### src/design/lpfs_pkg.sv
// ----------------------------------------------------------------------------
// lpfs_pkg
// Shared types and constants for the length-prefixed frame splitter.
// ----------------------------------------------------------------------------
package lpfs_pkg;

  localparam logic [15:0] PREFIX_LEN    = 16'd4;
  localparam logic [15:0] MAX_LEN_RESET = 16'hFFFF;
  localparam int          RES_DEPTH     = 4;

  localparam logic [1:0] ERR_NONE      = 2'd0;
  localparam logic [1:0] ERR_TOO_LONG  = 2'd1;
  localparam logic [1:0] ERR_TOO_SHORT = 2'd2;

  typedef struct packed {
    logic [7:0] out_byte;
    logic       first_of_frame;
    logic       last_of_frame;
    logic [1:0] error_code;
  } res_t;

endpackage

### src/design/length_prefixed_frame_splitter_core.sv
// ----------------------------------------------------------------------------
// length_prefixed_frame_splitter_core: one byte per cycle when in_ready; results
// are registered. Body bytes stream at 1/cycle while out_ready is high; the 4th
// prefix byte fills the 4-entry queue (1 entry on bad length); input waits.
// Sync active-high reset clears framing state, queue, and sets max to 65535.
// ----------------------------------------------------------------------------
module length_prefixed_frame_splitter_core
  import lpfs_pkg::*;
(
  input  logic        clk,
  input  logic        rst,
  input  logic        cfg_valid,
  output logic        cfg_ready,
  input  logic [15:0] cfg_data,
  input  logic        in_valid,
  output logic        in_ready,
  input  logic [7:0]  data_byte,
  input  logic        restart,
  output logic        out_valid,
  input  logic        out_ready,
  output logic [7:0]  out_byte,
  output logic        first_of_frame,
  output logic        last_of_frame,
  output logic [1:0]  error_code
);

  logic [15:0] max_frame_length;
  logic [23:0] prefix_bytes;
  logic [1:0]  prefix_position;
  logic [15:0] bytes_remaining;
  logic        in_body;
  logic        discarding;

  logic [23:0] prefix_bytes_next;
  logic [1:0]  prefix_position_next;
  logic [15:0] bytes_remaining_next;
  logic        in_body_next;
  logic        discarding_next;

  // state as seen after an optional restart
  logic [23:0] eff_prefix;
  logic [1:0]  eff_pos;
  logic [15:0] eff_rem;
  logic        eff_body;
  logic        eff_disc;

  logic [15:0] len_low;
  logic        too_short;
  logic        too_long;

  res_t        res [RES_DEPTH];
  logic [2:0]  n_res;

  res_t        q [RES_DEPTH];
  logic [2:0]  cnt;
  logic        in_fire;
  logic        out_fire;

  assign cfg_ready = 1'b1;

  assign out_valid = (cnt != 3'd0);
  assign out_fire  = out_valid && out_ready;
  // room for up to four results once the queue is empty or about to be
  assign in_ready  = (cnt == 3'd0) || ((cnt == 3'd1) && out_ready);
  assign in_fire   = in_valid && in_ready;

  assign out_byte       = q[0].out_byte;
  assign first_of_frame = q[0].first_of_frame;
  assign last_of_frame  = q[0].last_of_frame;
  assign error_code     = q[0].error_code;

  assign eff_prefix = restart ? 24'd0 : prefix_bytes;
  assign eff_pos    = restart ? 2'd0  : prefix_position;
  assign eff_rem    = restart ? 16'd0 : bytes_remaining;
  assign eff_body   = restart ? 1'b0  : in_body;
  assign eff_disc   = restart ? 1'b0  : discarding;

  assign len_low   = {eff_prefix[7:0], data_byte};
  assign too_short = (eff_prefix == 24'd0) && (data_byte < 8'd4);
  assign too_long  = (eff_prefix[23:8] != 16'd0) || (len_low > max_frame_length);

  always_comb begin
    prefix_bytes_next    = eff_prefix;
    prefix_position_next = eff_pos;
    bytes_remaining_next = eff_rem;
    in_body_next         = eff_body;
    discarding_next      = eff_disc;
    n_res                = 3'd0;
    for (int k = 0; k < RES_DEPTH; k++) begin
      res[k] = '0;
    end

    if (eff_disc) begin
      n_res = 3'd0;
    end else if (eff_body) begin
      res[0].out_byte      = data_byte;
      res[0].last_of_frame = (eff_rem <= 16'd1);
      res[0].error_code    = ERR_NONE;
      n_res                = 3'd1;
      if (eff_rem != 16'd0) begin
        bytes_remaining_next = eff_rem - 16'd1;
      end
      in_body_next = (bytes_remaining_next != 16'd0);
    end else if (eff_pos != 2'd3) begin
      prefix_bytes_next    = {eff_prefix[15:0], data_byte};
      prefix_position_next = eff_pos + 2'd1;
    end else begin
      prefix_position_next = 2'd0;
      n_res                = 3'd1;
      if (too_short) begin
        res[0].error_code = ERR_TOO_SHORT;
        discarding_next   = 1'b1;
      end else if (too_long) begin
        res[0].error_code = ERR_TOO_LONG;
        discarding_next   = 1'b1;
      end else begin
        res[0].out_byte       = eff_prefix[23:16];
        res[0].first_of_frame = 1'b1;
        res[1].out_byte       = eff_prefix[15:8];
        res[2].out_byte       = eff_prefix[7:0];
        res[3].out_byte       = data_byte;
        res[3].last_of_frame  = (len_low == PREFIX_LEN);
        n_res                 = 3'd4;
        bytes_remaining_next  = len_low - PREFIX_LEN;
        in_body_next          = (bytes_remaining_next != 16'd0);
        prefix_bytes_next     = 24'd0;
      end
    end
  end

  always_ff @(posedge clk) begin
    if (rst) begin
      max_frame_length <= MAX_LEN_RESET;
    end else if (cfg_valid && cfg_ready) begin
      max_frame_length <= cfg_data;
    end
  end

  always_ff @(posedge clk) begin
    if (rst) begin
      prefix_bytes    <= 24'd0;
      prefix_position <= 2'd0;
      bytes_remaining <= 16'd0;
      in_body         <= 1'b0;
      discarding      <= 1'b0;
    end else if (in_fire) begin
      prefix_bytes    <= prefix_bytes_next;
      prefix_position <= prefix_position_next;
      bytes_remaining <= bytes_remaining_next;
      in_body         <= in_body_next;
      discarding      <= discarding_next;
    end
  end

  always_ff @(posedge clk) begin
    if (rst) begin
      cnt <= 3'd0;
    end else if (in_fire) begin
      cnt <= n_res;
    end else if (out_fire) begin
      cnt <= cnt - 3'd1;
    end
  end

  // result queue payload, head at entry 0
  always_ff @(posedge clk) begin
    if (in_fire) begin
      for (int k = 0; k < RES_DEPTH; k++) begin
        q[k] <= res[k];
      end
    end else if (out_fire) begin
      for (int k = 0; k < RES_DEPTH - 1; k++) begin
        q[k] <= q[k+1];
      end
    end
  end

endmodule

### config.mk
export PLATFORM = sky130hd
export DESIGN_NAME = length_prefixed_frame_splitter_core
export DESIGN_NICKNAME = d
export VERILOG_FILES = /design/src/design/lpfs_pkg.sv /design/src/design/length_prefixed_frame_splitter_core.sv
export SDC_FILE = /design/constraint.sdc
export NUM_CORES = 1
export LEC_CHECK = 0
export ABC_AREA = 1
export BUFFER_PORTS_ARGS = -buffer_cell sky130_fd_sc_hd__buf_2
export CAP_MARGIN = 20
export CORE_AREA = 2 2 112 114
export DETAILED_ROUTE_END_ITERATION = 16
export DIE_AREA = 0 0 114 116
export PLACE_DENSITY_LB_ADDON = 0.08
export SLEW_MARGIN = 25
export SYNTH_ARGS = -nofsm -noshare
export SYNTH_HDL_FRONTEND = slang
export SYNTH_SLANG_ARGS = --single-unit
### constraint.sdc
create_clock -name clk -period 3 [get_ports clk]
set_clock_uncertainty 0.2 [all_clocks]
set_input_delay 0.6 -clock clk [delete_from_list [all_inputs] [get_ports clk]]
set_output_delay 0.6 -clock clk [all_outputs]
set_load 0.05 [all_outputs]
==> metrics.md <==
| Metric | Value |
|---|---|
| Outcome | complete, no violations |
| RSZ-0062 raised after global routing | false |
| Fin nets | ~1,000 |
| Fin crit share | 0.869 |
| Worst-skew pair later-pin latency | 360 ps |
| Setup TNS | 0 ps |
| Most common cell in the netlist | nand2_1 |
| Flop-to-flop setup slack | roughly 500 ps |
| Setup-failing EPs final | 0 |
| Max Root-Sink Buffers | 2 |
| Largest area contributor in the netlist | dfxtp_1 |
| Global route overflow | 0 |
| DIE AREA | around 13,000 µm² |
| Pwr/cell area | just over 900 nW/µm² |
| Max VDD drop | roughly 0.43 mV |
| First-pass GRT wire length | slightly above 30,000 µm |
| Synth Flop Type | dfxtp_1 |
| Largest delay contributor family on the critical path | simple AND/OR/NAND/NOR gates |
| Tot GR Track Use | 0.293 |
| Initial core utilization | 0.542 |
| Post-Syn Area | 6450 µm² |
| Post-route cell area | around 7300 µm² |
| Placed Cells | 1,080 |
| Hold Crit Class | in2reg |
| Cells after Synth | 893 |
| Finished Layout Cells | 1,096 |
| CP Data Arrival Time | approximately 2600 ps |
| Synth top cells by count | 170 x nand2_1, 116 x inv_1, 101 x nor2_1 |
| CTS buffer count | 9 |
| Final wirelength | around 18,000 µm |
| Worst Max-Slew Pin Slew | about 870 ps |
| CP Max Fanout | 8 |
| Row count | 40 |
| Final slew viol count | 0 |
| Hpwl dp | about 13,000 µm |
| CP startpoint kind | input pin |
| Vias | 6,339 |
| CTS Sinks | approximately 100 |
| Fin crit period | about 2600 ps |
| Port bufs | 43 |
| GP Congestion | roughly 0.96 |
| Clock Pin Slew Worst Setup and Hold Paths | roughly 70 ps |
| ANT cells | 0 |
| CP dominant cell by count | nand2_1 |
| TritonRoute pass-1 iters | 5 |
| Die H | about 120 µm |
| Share of the synthesized area in the top cell type | 0.195 |
| Clock Tree Root | clkbuf_16 |
| Async SR Flop Fraction | 0 |
| Critical path buffer and inverter count | 4 |
| Worst setup EP type | register |
| Top cells by area, synth | dfxtp_1 20%, edfxtp_1 18%, nand2_1 9.9% |
| Yosys cell types | 50 |
| CP cell instances | buf_2 > buf_4 > nor2_1 > ha_1 > a21oi_1 > nand2_1 > nand2_1 > nand3_2 > nand2_1 > nand2_1 > buf_4 > nor2_2 > inv_2 > o21ai_1 |
| Die Span X | between 100 and 150 µm |
| CP required | 3000 ps |
| Slowest stage cell, crit path | ha_1 |
| Post-synth EDFFs | 39 |
| Hold WS | between 200 and 300 ps |
| Core area | between 10,000 and 15,000 µm² |
| Vias in the first global route | around 6,000 |
| Critical Path Max Stage Delay | roughly 290 ps |
| Number of routed nets with antenna violations | 0 |
| Layout cells sized above 1 | 0.149 |
| CTS Hold Bufs | 0 |
| Avg WL per Cell | 16.7 µm |
| Avg Cell Area, Syn | about 7.2 µm² |
| Area post-placement | approximately 7000 µm² |
| Critical path type | in2reg |
| Synthesis-stage register bit count | ~100 |
| Area grow syn2layout | 12.4% |
| Lkg Pwr | around 3.4 nW |
| Final Hold Fails | 0 |
| Initial antenna violation count | 0 |
| CTS tree | built |
| Post-Synthesis Net Count | between 900 and 1,000 |
| Cts repair resizes | 0 |
| Via density | around 5.8 |
| Largest net degree at the start of global routing | between 50 and 60 |
| Final Util | 0.609 |
| I/O pin cnt | between 40 and 50 |
| DRT iter0 DRCs | 580 |
| Fmax | 384 MHz |
| H-tree Lvls | 3 |
| Sequential element share of the synthesized area | 0.377 |
| MaxCap Viol Count | 0 |
| Residual DRC | 0 |
| Synth warn | 0 |
| Post-CTS setup repair buffer count | 0 |
| Slew Limit Headroom | 0.420 |
==> layer usage <==
metal	global-route usage	up-vias	wire, µm
met4	0.112	0	603
li1	-	3090	-
met5	0	-	0
met3	0.0533	44	1330
met1	0.383	2953	7840
met2	0.486	252	8580
==> report_power, final <==
group / switching [W] / internal [W]
logic: 0.00237 / 0.00102
registers: 0.000198 / 0.00198
clock network: 0.000553 / 0.000565
==> registers in the layout (all words and copies together) (netlist names) <==
signal / cells
prefix_position: 2
bytes_remaining: 16
discarding: 1
in_body: 1
max_frame_length: 16
cnt: 3
q: 39
prefix_bytes: 24
==> worst register-to-register path: cells and delay by family (launching register included) <==
| family | cells | cell delay (ps) |
|---|---|---|
| adders and majority gates | 1 | 210 |
| AOI/OAI and AO/OA | 1 | 300 |
| and+or+nand+nor | 5 | 660 |
| DFF | 1 | 430 |
| buffers and inverters | 3 | 470 |
==> path summary, 6_finish.rpt <==
kind,from,to,depth (start not counted)
max,restart,q[2][8],14
min reg2reg,prefix_bytes[18],prefix_bytes[18],2
min,cfg_data[0],max_frame_length[0],3
max reg2reg,cnt[0],q[0][11],10
==> cell families after synthesis <==
group                      synth area share
buffers and inverters                 0.110
AOI/OAI and AO/OA                     0.206
DFF                                   0.377
adders and majority gates            0.0427
and+or+nand+nor                       0.237
xor gates and xnor gates             0.0271
other                              0.000581
==> cell type report <==
| type | count | area (µm²) |
|---|---|---|
| multi-input combinational | 617 | 3320 |
| clock inverter | 7 | 48.8 |
| sequential | 102 | 2430 |
| clock buffer | 9 | 225 |
| tap | 147 | 184 |
| timing repair buffer | 87 | 571 |
| fill | 1100 | 4650 |
| inverter | 127 | 479 |
==> cell usage in the layout (no fill, tap or decap), types with 12 or more instances in the layout <==
cell        n
buf_4      42
nand4_1    12
edfxtp_1   39
a21oi_1    76
nand3_1    34
nor2_1    101
o211ai_1   20
nand2_2    12
o21ai_0    69
nand2_1   169
buf_2      43
xor2_1     19
inv_1     116
dfxtp_1    63
o221ai_1   21
ha_1       22
==> metrics by stage <==
| stage | total power (W) | worst slack [ps] |
|---|---|---|
| CTS | 0.00666 | 434 |
| finish | 0.00668 | 394 |
| floorplan | 0.00463 | 85.9 |
| global route | 0.00718 | 257 |
| detailed placement | 0.00554 | 83.4 |
| global placement | 0.00545 | 144 |
Note: power is estimated with default switching activity, not from simulation.
